File: config.mk
export PLATFORM = sky130hd
export DESIGN_NAME = keyed_stack_with_search
export DESIGN_NICKNAME = d
export VERILOG_FILES = /design/src/rtl/kss_pkg.sv /design/src/rtl/kss_ram.sv /design/src/rtl/kss_ctrl.sv /design/src/rtl/kss_dp.sv /design/src/rtl/keyed_stack_with_search.sv
export SDC_FILE = /design/constraint.sdc
export NUM_CORES = 1
export LEC_CHECK = 0
export ABC_AREA = 1
export BUFFER_PORTS_ARGS = -buffer_cell sky130_fd_sc_hd__buf_2
export CAP_MARGIN = 20
export CORE_UTILIZATION = 56
export CTS_CLUSTER_DIAMETER = 50
export DETAILED_ROUTE_END_ITERATION = 8
export PLACE_DENSITY_LB_ADDON = 0.12
export SYNTH_ARGS = -nofsm -noshare
export SYNTH_HDL_FRONTEND = slang
export SYNTH_HIERARCHICAL = 1
export SYNTH_SLANG_ARGS = --single-unit
export TNS_END_PERCENT = 1
File: constraint.sdc
create_clock -name i_clk -period 3.6 [get_ports i_clk]
set_input_delay 0.36 -clock i_clk [delete_from_list [all_inputs] [get_ports i_clk]]
set_output_delay 0.36 -clock i_clk [all_outputs]
set_load 0.02 [all_outputs]
File: src/rtl/kss_pkg.sv
// ----------------------------------------------------------------------------
// kss_pkg
// Shared types, codes and defaults for the keyed stack with search.
// ----------------------------------------------------------------------------
package kss_pkg;

    localparam int unsigned DEF_STACK_DEPTH = 16;
    localparam int unsigned DEF_KEY_BITS    = 16;

    localparam int unsigned IN_KEY_BITS = 16;
    localparam int unsigned QTY_BITS    = 16;
    localparam int unsigned STATUS_BITS = 2;
    localparam int unsigned ACTION_BITS = 2;
    localparam int unsigned CODE_BITS   = 2;
    localparam int unsigned HELD_BITS   = 5;

    typedef enum logic [ACTION_BITS-1:0] {
        ACT_PUSH   = 2'd0,
        ACT_UPDATE = 2'd1,
        ACT_POP    = 2'd2,
        ACT_LOOKUP = 2'd3
    } t_action;

    typedef enum logic [CODE_BITS-1:0] {
        RES_OK        = 2'd0,
        RES_NOT_FOUND = 2'd1,
        RES_FULL      = 2'd2
    } t_code;

    typedef enum logic [1:0] {
        ST_IDLE,
        ST_DISPATCH,
        ST_SEARCH
    } t_state;

    // controller to datapath
    typedef struct packed {
        logic  load;
        logic  rd;
        logic  push_wr;
        logic  upd_wr;
        logic  pop_dec;
        logic  respond;
        logic  found_sel;
        t_code code;
    } t_dp_cmd;

    // datapath to controller
    typedef struct packed {
        t_action action;
        logic    empty;
        logic    full;
        logic    left_zero;
        logic    cmp_vld;
        logic    hit;
    } t_dp_stat;

endpackage

File: src/rtl/kss_ram.sv
// ----------------------------------------------------------------------------
// kss_ram
// Generic simple dual-port RAM: one write port, one read port, registered read.
// ----------------------------------------------------------------------------
module kss_ram #(
    parameter int unsigned WIDTH = 8,
    parameter int unsigned DEPTH = 16
) (
    input  logic                     i_clk,
    input  logic                     i_we,
    input  logic [$clog2(DEPTH)-1:0] i_waddr,
    input  logic [WIDTH-1:0]         i_wdata,
    input  logic                     i_re,
    input  logic [$clog2(DEPTH)-1:0] i_raddr,
    output logic [WIDTH-1:0]         o_rdata
);

    logic [WIDTH-1:0] r_mem [DEPTH];
    logic [WIDTH-1:0] r_rdata;

    always_ff @(posedge i_clk) begin
        if (i_we) begin
            r_mem[i_waddr] <= i_wdata;
        end
        if (i_re) begin
            r_rdata <= r_mem[i_raddr];
        end
    end

    assign o_rdata = r_rdata;

endmodule

File: src/rtl/kss_ctrl.sv
// ----------------------------------------------------------------------------
// kss_ctrl
// Command sequencer: dispatches push, and any command on an empty stack, directly; walks the stack for the rest.
// ----------------------------------------------------------------------------
module kss_ctrl
    import kss_pkg::*;
(
    input  logic     i_clk,
    input  logic     i_rst_n,
    input  logic     i_start,
    input  t_dp_stat i_stat,
    output t_dp_cmd  o_cmd,
    output logic     o_busy
);

    t_state  r_state;
    t_state  n_state;
    t_dp_cmd w_cmd;

    always_ff @(posedge i_clk) begin
        if (!i_rst_n) begin
            r_state <= ST_IDLE;
        end else begin
            r_state <= n_state;
        end
    end

    always_comb begin
        n_state = r_state;
        w_cmd   = '0;
        case (r_state)
            ST_IDLE: begin
                if (i_start) begin
                    w_cmd.load = 1'b1;
                    n_state    = ST_DISPATCH;
                end
            end
            ST_DISPATCH: begin
                if (i_stat.action == ACT_PUSH) begin
                    w_cmd.respond = 1'b1;
                    n_state       = ST_IDLE;
                    if (i_stat.full) begin
                        w_cmd.code = RES_FULL;
                    end else begin
                        w_cmd.push_wr = 1'b1;
                        w_cmd.code    = RES_OK;
                    end
                end else if (i_stat.empty) begin
                    w_cmd.respond = 1'b1;
                    w_cmd.code    = RES_NOT_FOUND;
                    n_state       = ST_IDLE;
                end else begin
                    n_state = ST_SEARCH;
                end
            end
            ST_SEARCH: begin
                // one read issued per cycle while entries remain, compared once its data is registered
                w_cmd.rd = !i_stat.left_zero;
                if (i_stat.cmp_vld) begin
                    if (i_stat.hit) begin
                        w_cmd.respond = 1'b1;
                        w_cmd.code    = RES_OK;
                        n_state       = ST_IDLE;
                        case (i_stat.action)
                            ACT_UPDATE: w_cmd.upd_wr    = 1'b1;
                            ACT_POP:    w_cmd.pop_dec   = 1'b1;
                            ACT_LOOKUP: w_cmd.found_sel = 1'b1;
                            default:    ;
                        endcase
                    end else if (i_stat.action == ACT_POP || i_stat.left_zero) begin
                        // pop only checks the top entry
                        w_cmd.respond = 1'b1;
                        w_cmd.code    = RES_NOT_FOUND;
                        n_state       = ST_IDLE;
                    end
                end
            end
            default: begin
                n_state = ST_IDLE;
            end
        endcase
    end

    assign o_cmd  = w_cmd;
    assign o_busy = (r_state != ST_IDLE);

endmodule

File: src/rtl/kss_dp.sv
// ----------------------------------------------------------------------------
// kss_dp
// Datapath: entry store, fill count, search pointer and result registers.
// ----------------------------------------------------------------------------
module kss_dp
    import kss_pkg::*;
#(
    parameter int unsigned STACK_DEPTH = DEF_STACK_DEPTH,
    parameter int unsigned KEY_BITS    = DEF_KEY_BITS
) (
    input  logic                   i_clk,
    input  logic                   i_rst_n,
    input  t_dp_cmd                i_cmd,
    output t_dp_stat               o_stat,
    input  logic [ACTION_BITS-1:0] i_action,
    input  logic [IN_KEY_BITS-1:0] i_entry_key,
    input  logic [QTY_BITS-1:0]    i_entry_quantity,
    input  logic [STATUS_BITS-1:0] i_entry_status,
    output logic                   o_valid,
    output logic [CODE_BITS-1:0]   o_result_code,
    output logic [QTY_BITS-1:0]    o_found_quantity,
    output logic [STATUS_BITS-1:0] o_found_status,
    output logic [HELD_BITS-1:0]   o_entries_held
);

    localparam int unsigned AW = $clog2(STACK_DEPTH);
    localparam int unsigned FW = $clog2(STACK_DEPTH + 1);
    localparam int unsigned EW = KEY_BITS + QTY_BITS + STATUS_BITS;

    logic [FW-1:0]          r_fill;
    logic [FW-1:0]          n_fill;
    logic [AW-1:0]          r_ptr;
    logic [FW-1:0]          r_left;
    logic                   r_cmp_vld;
    logic [AW-1:0]          r_cmp_ptr;
    t_action                r_action;
    logic [KEY_BITS-1:0]    r_key;
    logic [QTY_BITS-1:0]    r_qty;
    logic [STATUS_BITS-1:0] r_status;

    logic                   r_valid;
    logic [CODE_BITS-1:0]   r_code;
    logic [QTY_BITS-1:0]    r_fq;
    logic [STATUS_BITS-1:0] r_fs;
    logic [HELD_BITS-1:0]   r_held;

    logic                   w_we;
    logic [AW-1:0]          w_waddr;
    logic [EW-1:0]          w_wdata;
    logic [EW-1:0]          w_rdata;
    logic [KEY_BITS-1:0]    w_rd_key;
    logic [QTY_BITS-1:0]    w_rd_qty;
    logic [STATUS_BITS-1:0] w_rd_st;
    logic                   w_hit;

    assign w_rd_key = w_rdata[EW-1 -: KEY_BITS];
    assign w_rd_qty = w_rdata[STATUS_BITS +: QTY_BITS];
    assign w_rd_st  = w_rdata[STATUS_BITS-1:0];
    assign w_hit    = r_cmp_vld && (w_rd_key == r_key);

    // push writes a new top, update rewrites the matched entry's status
    assign w_we    = i_cmd.push_wr || i_cmd.upd_wr;
    assign w_waddr = i_cmd.push_wr ? AW'(r_fill) : r_cmp_ptr;
    assign w_wdata = i_cmd.push_wr ? {r_key, r_qty, r_status}
                                   : {w_rd_key, w_rd_qty, r_status};

    kss_ram #(
        .WIDTH (EW),
        .DEPTH (STACK_DEPTH)
    ) u_store (
        .i_clk   (i_clk),
        .i_we    (w_we),
        .i_waddr (w_waddr),
        .i_wdata (w_wdata),
        .i_re    (i_cmd.rd),
        .i_raddr (r_ptr),
        .o_rdata (w_rdata)
    );

    always_comb begin
        n_fill = r_fill;
        if (i_cmd.push_wr) begin
            n_fill = r_fill + FW'(1);
        end else if (i_cmd.pop_dec) begin
            n_fill = r_fill - FW'(1);
        end
    end

    always_ff @(posedge i_clk) begin
        if (!i_rst_n) begin
            r_fill    <= '0;
            r_cmp_vld <= 1'b0;
            r_valid   <= 1'b0;
        end else begin
            r_fill    <= n_fill;
            r_cmp_vld <= i_cmd.rd;
            r_valid   <= i_cmd.respond;
        end
    end

    always_ff @(posedge i_clk) begin
        if (i_cmd.load) begin
            r_action <= t_action'(i_action);
            r_key    <= KEY_BITS'(i_entry_key);
            r_qty    <= i_entry_quantity;
            r_status <= i_entry_status;
            r_ptr    <= AW'(r_fill - FW'(1));
            r_left   <= r_fill;
        end else if (i_cmd.rd) begin
            r_ptr     <= r_ptr - AW'(1);
            r_left    <= r_left - FW'(1);
            r_cmp_ptr <= r_ptr;
        end
    end

    always_ff @(posedge i_clk) begin
        if (i_cmd.respond) begin
            r_code <= i_cmd.code;
            r_fq   <= i_cmd.found_sel ? w_rd_qty : '0;
            r_fs   <= i_cmd.found_sel ? w_rd_st : '0;
            r_held <= HELD_BITS'(n_fill);
        end
    end

    assign o_stat.action    = r_action;
    assign o_stat.empty     = (r_fill == '0);
    assign o_stat.full      = (r_fill == FW'(STACK_DEPTH));
    assign o_stat.left_zero = (r_left == '0);
    assign o_stat.cmp_vld   = r_cmp_vld;
    assign o_stat.hit       = w_hit;

    assign o_valid          = r_valid;
    assign o_result_code    = r_code;
    assign o_found_quantity = r_fq;
    assign o_found_status   = r_fs;
    assign o_entries_held   = r_held;

endmodule

File: src/rtl/keyed_stack_with_search.sv
// ----------------------------------------------------------------------------
// keyed_stack_with_search
// Bounded stack of keyed entries with top-down associative search.
// ----------------------------------------------------------------------------
// A command (action, key, quantity, status) is taken on a rising edge where
// start is high and busy is low. Each command gives exactly one result item,
// shown on the o_ result ports for one cycle with o_valid high; the receiver
// cannot hold it off. busy drops in the cycle the result is shown, so the
// next command may be taken right then.
// Path from acceptance to o_valid:
//   push, or any command on an empty stack: answered from the dispatch state
//   pop: the top entry is read and compared, then answered
//   lookup / update: entries are read from the top down until the first match,
//   or until every entry held has been compared when nothing matches.
// The walk reads one entry per cycle from a single read port of the entry
// store, so a full search of STACK_DEPTH entries sets the worst case.
// Reset empties the stack; the entry store itself is not cleared, only
// entries below the fill count are ever read.
// ----------------------------------------------------------------------------
module keyed_stack_with_search
    import kss_pkg::*;
#(
    parameter int unsigned STACK_DEPTH = DEF_STACK_DEPTH,
    parameter int unsigned KEY_BITS    = DEF_KEY_BITS
) (
    input  logic                   i_clk,
    input  logic                   i_rst_n,
    input  logic                   start,
    output logic                   busy,
    input  logic [ACTION_BITS-1:0] i_action,
    input  logic [IN_KEY_BITS-1:0] i_entry_key,
    input  logic [QTY_BITS-1:0]    i_entry_quantity,
    input  logic [STATUS_BITS-1:0] i_entry_status,
    output logic                   o_valid,
    output logic [CODE_BITS-1:0]   o_result_code,
    output logic [QTY_BITS-1:0]    o_found_quantity,
    output logic [STATUS_BITS-1:0] o_found_status,
    output logic [HELD_BITS-1:0]   o_entries_held
);

    t_dp_cmd  w_cmd;
    t_dp_stat w_stat;

    kss_ctrl u_ctrl (
        .i_clk   (i_clk),
        .i_rst_n (i_rst_n),
        .i_start (start),
        .i_stat  (w_stat),
        .o_cmd   (w_cmd),
        .o_busy  (busy)
    );

    kss_dp #(
        .STACK_DEPTH (STACK_DEPTH),
        .KEY_BITS    (KEY_BITS)
    ) u_dp (
        .i_clk            (i_clk),
        .i_rst_n          (i_rst_n),
        .i_cmd            (w_cmd),
        .o_stat           (w_stat),
        .i_action         (i_action),
        .i_entry_key      (i_entry_key),
        .i_entry_quantity (i_entry_quantity),
        .i_entry_status   (i_entry_status),
        .o_valid          (o_valid),
        .o_result_code    (o_result_code),
        .o_found_quantity (o_found_quantity),
        .o_found_status   (o_found_status),
        .o_entries_held   (o_entries_held)
    );

endmodule

# After elaboration in Yosys (flattened, before gate mapping)
# Memories as Yosys holds them, arrays and structs flattened. A register that Yosys moved wholly into a read port is not among the register bits.
# Cells that the tools add are included.
[op_classes]
add_sub_neg = 4
n_eq_ne = 10
n_mux = 42
bitwise = 1
n_reduce_logical = 12
[op_table]
columns = ["operator", "count"]
rows = [
  ["34-bit 2-to-1 mux", 1],
  ["2-bit 2-to-1 mux", 11],
  ["5-bit 2-to-1 mux", 4],
  ["1-bit 2-to-1 mux", 19],
  ["16-bit equality test", 1],
  ["4-bit 2-to-1 mux", 3],
  ["5-bit logical NOT", 2],
  ["5-bit by 1-bit subtractor with 5-bit output (second input constant)", 2],
  ["2-bit equality test (second input constant)", 3],
  ["6-bit 2-to-1 mux", 1],
  ["2-bit one-hot mux with 3 select lines", 1],
  ["5-bit by 1-bit adder with 5-bit output (second input constant)", 1],
  ["5-bit equality test (second input constant)", 1],
  ["2-bit by 1-bit equality test with 1-bit output (second input constant)", 2],
  ["2-bit logical NOT", 2],
  ["2-bit one-hot mux with 2 select lines", 1],
  ["2-bit nonzero test", 2],
  ["4-bit by 1-bit subtractor with 4-bit output (second input constant)", 1],
  ["3-bit by 1-bit inequality test with 1-bit output (second input constant)", 1],
  ["3-bit AND reduction", 1],
  ["1-bit logical OR", 2],
  ["2-bit by 1-bit inequality test with 1-bit output (second input constant)", 1],
  ["2-bit inequality test (second input constant)", 1],
  ["1-bit one-hot mux with 2 select lines", 1],
  ["4 further kinds", 4],
]
[totals]
reg_bits = 83
mem_bits_rw = 544
input_bits = 39
output_inout_bits = 27
word_cells = 85
n_memories = 1
[memory_table]
columns = ["name", "words", "width", "rd", "rd_ports_with_merged_regs", "wr", "line", "rtl"]
rows = [
  ["u_dp.u_store.r_mem", 16, 34, 1, 1, 1, "kss_ram.sv:18", "logic [WIDTH-1:0] r_mem [DEPTH];"],
]

# Longest topological paths before layout
# Gate-level depths: netlist of the first run.
[depth]
depth_word = 9
depth_mapped = 17
depth_no_buf = 16

# Hierarchy
# Netlist of the first run, hierarchy kept.
[by_module_without_submodules]
columns = ["module", "n_inst", "cells_each", "area_each_um2", "seq_area_each_um2"]
rows = [
  ["kss_ram", 1, 2250, 24280.8, 17356.6],
  ["kss_dp", 1, 387, 3718.6, 2362.3],
  ["kss_ctrl", 1, 53, 302.8, 40.0],
]

# Least setup slack after synthesis of the first run
# OpenSTA, ideal clock, no wires.
[synth_timing]
path_type = "flip-flop to flip-flop"
startpoint = "register u_dp.r_fill[0]"
endpoint = "memory u_dp/u_store/r_mem[11][0] (netlist bit) (enable)"
setup_time_ps = 425
arrival_ps = 3277
required_time_ps = 3175
slack_ps = -102
stages_incl_launch_ff = 11
n_path_buf = 1
period_less_slack_ps = 3702
cell_sequence = "dfxtp_1 > inv_2 > ha_1 > nand2_1 > nor2_1 > nor3_1 > inv_2 > buf_2 > o21ai_0 > nand2_1 > nor2_1"
[synth_lines]
columns = ["item", "line", "rtl"]
rows = [
  ["from (decl)", "kss_dp.sv:30", "logic [FW-1:0] r_fill;"],
  ["from (signal assigned)", "kss_dp.sv:95", "r_fill <= n_fill;"],
  ["to (decl)", "kss_ram.sv:18", ""],
]

==> impl_metrics.ini, run 1 <==
[logic_synthesis]
syn_nets = 2737
ys_seq_area_share_pct = 69.8
synth_cells = 2690
yosys-top-cells-area = edfxtp_1, nand2_1, nand3_1, inv_1, buf_2
synth_area_leader_cell = edfxtp_1
netlist-cell-type-count = 36
ys_ff_latch = 661
synth_top_area_share_pct = 69.2
synth.avg_cell_area_um2 = 10.5
synth.cell_area_um2 = 28300
ys_warn_count = 6

[floorplan]
core-area_um2 = 50000
fp.dieH_um = 227
rows = 82
ios = 66
die_width_um = 227
die_area_um2 = 51400
initial_core_util_pct = 56.6

[sta]
post-route-min-period_ps = 3300
hold_violations = 0
setup-violations-final = 0
timing.setup.tns_ps = 0
slew_headroom_pct = 22.8
worstMarginPinSlew_ps = 1150
period_share_pct = 91.6
timing.final.ws_setup_ps = 304
rsz0062_at_grt = false
slew_violations = 0
skew_ps = 22.0
clock.fmax_mhz = 303

[cells_and_area]
seq_area_um2 = 19800
final_cell_mix = nand2_1, edfxtp_1, inv_1
n_antenna_cell = 0
multi_input_area_um2 = 6250
final_common_cell = nand2_1
syn_to_final_growth_pct = 13.9
final_nets = 2867
final_layout_size_suffix_gt1_share_pct = 9.75
nFillCells = 3917

[min_path]
hold_depth = 1
hp-class = in2reg

[route]
drc = 0
drt_wl_total_um = 70700
via_per_inst = 5.35
postRouteAntennaNets = 0
wl_per_cell_um = 19.9
drtIter0Drc = 2005
via_count = 19000
first_pass_iters = 8

[grt]
grt.total_usage_pct = 28.1
gr-max-usage-layer = met2
grt_max_degree = 157
met1_usage_pct = 35.8
antenna_found_initial = 0
overflow = 0
met2_usage_pct = 48.7
grt_pass1_vias = 18200
grt_pass1_wl_um = 106000
gr-usage-met3_pct = 3.97

[power]
p_sw_share_pct = 35.7
comb_power_share_pct = 31.0
pwr-share-clk_pct = 27.9
peakVddDrop_uv = 719
p_per_area_nw_per_um2 = 759
switching_power_mw = 8.74
p_leak_nw = 13.8
seqPwrFrac_pct = 41.1
internal_power_mw = 15.7

[clock_network]
insertion_delay_ps = 600
clock_sinks = 661
clock_path_buffers = 3
clk_pin_slew_ps = 60
cts_tree = built
h-tree-depth = 3
cts_made_buffers = 70
ctsRootBufferMaster = clkbuf_16
post_cts_resized = 0

[placed_design]
routabilityCongestion = 0.853
pre_cts_slack_ps = 366
io_buffers = 65
hpwl_um = 41000

[setup_path]
worstPathMaxFanout = 20
cp.required_ps = 3890
cp-start-kind = register
worst-setup-path-type = reg2reg
r2r_cells = 13
critical_path_arrival_ps = 3590
worstReg2RegEnd = u_dp/u_store/r_mem[12][24]
r2r_slack_ps = 300
endpoint = u_dp/u_store/r_mem[12][24]
startpoint = u_dp/r_fill[0]
reg2reg_from = u_dp/r_fill[0]
end_kind = register

[run_status]
status = complete, no violations

[job]
maxCapViolations = 0
## layer usage
metal / vias to the layer above / wire length [um]
met4: 0 / 2250
met3: 130 / 4380
met2: 705 / 35800
met1: 9181 / 28200
li1: 8964 / -
met5: - / 0
## power groups by stage
stage / sequential, mW / clock [mW] / combinational, mW
3_3_place_gp: 10.2 / 0 / 7.35
5_1_grt: 10.1 / 7.20 / 8.26
3_5_place_dp: 10.2 / 0 / 7.45
2_1_floorplan: 10.2 / 0 / 4.74
4_1_cts: 10.1 / 6.93 / 7.52
6_report: 10.1 / 6.82 / 7.58
## repair_timing
| action | in CTS | in global routing |
|---|---|---|
| endpoints found under the hold margin | 35 | 0 |
| hold buffers | 35 | 0 |
| setup buffers | 0 | 0 |
## state kept, by name (all words and copies together) (netlist names), 4 cells and up
| register | count |
|---|---|
| u_dp/u_store/r_mem | 544 |
| u_dp/u_store/o_rdata | 34 |
| u_dp/o_found_quantity | 16 |
| u_dp/r_key | 16 |
| u_dp/r_qty | 16 |
| u_dp/o_entries_held | 5 |
| u_dp/r_fill | 5 |
| u_dp/r_left | 5 |
| u_dp/r_cmp_ptr | 4 |
| u_dp/r_ptr | 4 |
## worst max-delay path, stage by stage (launching register included)
cell and delay (ps):
dfxtp_1 370, inv_2 80, ha_1 230, nand2_1 90, nor2_1 60, nor3_2 350
inv_2 120, nand2_1 70, o21ai_0 170, inv_1 130, nand2_1 160, buf_4 200
nor2_4 600, buf_4 340
## cell usage after synthesis, drive strengths merged
library cell	n
a21oi	8
edfxtp	652
mux2i	1
dfxtp	9
nor4	1
a31oi	1
o21a	1
nand4	4
nand3b	2
nor3	4
nand3	417
clkinv	1
ha	8
o22ai	2
o21ai	29
xor2	4
xnor2	4
nor2	52
clkbuf	23
buf	103
or2	4
inv	478
nand2	880
a22oi	1
and2	1
## layout make-up
type	instances	area share, %
clock inverters	32	0.784
well taps	672	2.61
inverters	479	5.61
flip-flops and latches	661	61.3
multi-input cells	1424	19.4
repair buffers	184	4.43
clock buffers	93	5.90
## cells by family after synthesis
| family | count (synthesis) | share of synthesized area [%] |
|---|---|---|
| AO/OA/AOI/OAI | 42 | 0.818 |
| XOR/XNOR | 8 | 0.248 |
| adder cells (fa/ha/maj) | 8 | 0.354 |
| buffers and inverters | 605 | 8.58 |
| flip-flops | 661 | 69.8 |
| multiplexers | 1 | 0.0354 |
| AND/OR/NAND/NOR | 1365 | 20.2 |
## how the worst min path moves through the flow
| stage | startpoint | endpoint | slack [ps] |
|---|---|---|---|
| global route | i_entry_key[8] | u_dp/r_key[8] | 0.004 |
| floorplan | i_rst_n | u_dp/o_valid | 450 |
| CTS | i_entry_key[8] | u_dp/r_key[8] | 8 |
| global placement | u_dp/u_store/o_rdata[0] | u_dp/o_found_status[0] | 490 |
| finish | i_entry_key[8] | u_dp/r_key[8] | 30 |
| detailed placement | u_dp/u_store/o_rdata[0] | u_dp/o_found_status[0] | 490 |
## stage by stage
| stage | util [%] | hold WS [ps] | power (mW) | cells | area, um2 |
|---|---|---|---|---|---|
| floorplan | - | 453 | 14.9 | 2690 | 28300 |
| global route | 64.5 | 0.00439 | 25.6 | 3545 | 32200 |
| CTS | 64.5 | 8.10 | 24.5 | 3541 | 32200 |
| finish | 64.5 | 29.4 | 24.5 | 3545 | 32200 |
| global placement | 59.3 | 491 | 17.6 | 3378 | 29600 |
| detailed placement | 59.4 | 493 | 17.7 | 3381 | 29700 |
Note: power is estimated with default switching activity, not from simulation.
==> run 2: changes to the inputs <==
--- a/config.mk
+++ b/config.mk
@@ -8,9 +8,10 @@
 export ABC_AREA = 1
 export BUFFER_PORTS_ARGS = -buffer_cell sky130_fd_sc_hd__buf_2
 export CAP_MARGIN = 20
-export CORE_UTILIZATION = 56
+export CORE_UTILIZATION = 45
 export CTS_CLUSTER_DIAMETER = 50
 export DETAILED_ROUTE_END_ITERATION = 8
+export GPL_ROUTABILITY_DRIVEN = 0
 export PLACE_DENSITY_LB_ADDON = 0.12
 export SYNTH_ARGS = -nofsm -noshare
 export SYNTH_HDL_FRONTEND = slang
==> run 2 against run 1 <==
Effect of this change:
- total power increased by 5.0%
- die area increased by 24%
- non-clock buffer count decreased by 17
- highest routed layer unchanged
- sequential power barely moved
- clock-buffer cell count decreased by 1
- routed wire length up 4.6%
- cell area is 2.0% higher
- critical path type unchanged
- critical endpoint is now u_dp/u_store/r_mem[5][29]
- clock power grew 15%
- final cell count rose by 4.8%
==> impl_metrics.ini, run 2 (same netlist as run 1, synthesis figures left out) <==
[route]
first_pass_iters = 5
via_count = 18900
wl_met3_um = 5320
drc = 0
via_per_inst = 5.08
dr_wl_met2_um = 34000
wl_per_cell_um = 19.9
top_layer = met4
drtIter0Drc = 1715
postRouteAntennaNets = 0
drt_wl_total_um = 73900
wl_met1_um = 32700

[setup_path]
worstReg2RegEnd = u_dp/u_store/r_mem[5][29]
end_kind = register
critPathMaxStageDelay_ps = 450
startpoint = u_dp/r_fill[1]
r2r_cells = 11
reg2reg_from = u_dp/r_fill[1]
r2r_slack_ps = 340
worstPathMaxFanout = 25
endpoint = u_dp/u_store/r_mem[5][29]
cp_common_cell = nor2_1
worst-setup-path-type = reg2reg
cp.required_ps = 3890
path_cells = inv_1 > ha_1 > nand2_1 > nor2_1 > nor3_2 > inv_2 > nor2_1 > nor2_1 > nand3b_1 > nor2_4 > buf_12
critical_path_arrival_ps = 3560
cp_slowest_cell = nor2_4
cp-start-kind = register

[placed_design]
io_buffers = 65
place_inst = 3532
hpwl_um = 43000

[floorplan]
die_area_um2 = 63900
fp.dieH_um = 253
ios = 66
core-area_um2 = 61900
initial_core_util_pct = 45.7
rows = 91
die_width_um = 253

[clock_network]
insertion_delay_ps = 620
clk_pin_slew_ps = 50
h-tree-depth = 3
hold_buffers = 36
clock_sinks = 661
post_cts_resized = 0
cts_made_buffers = 81
post-cts-setup-buffer-count = 0
ctsRootBufferMaster = clkbuf_16
clock_path_buffers = 3
cts_tree = built

[cells_and_area]
largest_reg_flops = 544
final_common_cell = nand2_1
nFillCells = 5539
syn_to_final_growth_pct = 16.2
n_antenna_cell = 0
final_nets = 2861
final_cells = 3715
final_cell_mix = nand2_1, edfxtp_1, inv_1
final_layout_size_suffix_gt1_share_pct = 10.1
final_util_pct = 53.1
top_register = u_dp/u_store/r_mem

[min_path]
hold_depth = 3
hp-class = in2reg

[sta]
slew_headroom_pct = 29.8
post-route-min-period_ps = 3260
timing.setup.tns_ps = 0
whs_ps = 52.5
period_share_pct = 90.7
skew_ps = 27.3
hold_violations = 0
setup-violations-final = 0
worstMarginPinSlew_ps = 1050
slew_violations = 0
clock.fmax_mhz = 306
rsz0062_at_grt = false

[power]
pwr-share-clk_pct = 30.6
switching_power_mw = 9.24
p_per_area_nw_per_um2 = 781
seqPwrFrac_pct = 39.1
p_leak_nw = 13.9
internal_power_mw = 16.4
comb_power_share_pct = 30.3
p_sw_share_pct = 36.0
peakVddDrop_uv = 752

[grt]
antenna_found_initial = 0
grt_pass1_wl_um = 111000
grt_max_degree = 199
grt.total_usage_pct = 23.5
grt_pass1_vias = 18200
overflow = 0

[run_status]
status = complete, no violations

[job]
maxCapViolations = 0
## run 2: area by class of cell
cell class                      instances  area (um2)  area share [%]
Clock buffer                           92        2090            6.35
Clock inverter                         55         507            1.54
Inverter                              479        1810            5.50
Multi-Input combinational cell       1424        6250            19.0
Sequential cell                       661       19800            60.1
Tap cell                              837        1050            3.19
Timing Repair Buffer                  167        1420            4.32
## run 2: how the worst min path moves through the flow
| stage | slack (ps) | start | to |
|---|---|---|---|
| after floorplan | 450 | i_rst_n | u_dp/o_valid |
| after global placement | 500 | u_dp/u_store/o_rdata[1] | u_dp/o_found_status[1] |
| after detailed placement | 520 | u_dp/u_store/o_rdata[1] | u_dp/o_found_status[1] |
| after CTS | 30 | i_rst_n | u_dp/o_valid |
| after global routing | 40 | i_rst_n | u_dp/o_valid |
| final | 50 | i_rst_n | u_dp/o_valid |
## run 2: worst max-delay path, delay by kind of cell (launching register included)
family | cells | cell delay [ps]
DFF | 1 | 440
buffers and inverters | 3 | 520
adders and majority gates | 1 | 230
and+or+nand+nor | 7 | 1730
## run 2: metrics by stage
step | cell area, um2 | worst slack [ps] | power [mW]
after floorplan | 28300 | -102 | 14.9
after global placement | 29900 | 402 | 17.9
after detailed placement | 29900 | 363 | 17.9
after CTS | 32900 | 339 | 25.9
after global routing | 32900 | 30.9 | 26.9
final | 32900 | 335 | 25.7
## run 2: power by group through the flow
| stage | combinational [mW] | sequential, mW | clock (mW) |
|---|---|---|---|
| after CTS | 7.79 | 10.0 | 8.02 |
| after global routing | 8.50 | 10.1 | 8.34 |
| after global placement | 7.68 | 10.2 | 0 |
| after detailed placement | 7.72 | 10.2 | 0 |
| after floorplan | 4.74 | 10.2 | 0 |
| final | 7.77 | 10.0 | 7.86 |
## run 2: routing by layer
layer  global-route usage, %  vias to the layer above
li1                        -                     8965
met1                    33.2                     9193
met2                    36.6                      622
met3                    4.32                      106
met4                    7.93                        0
met5                       0                        -
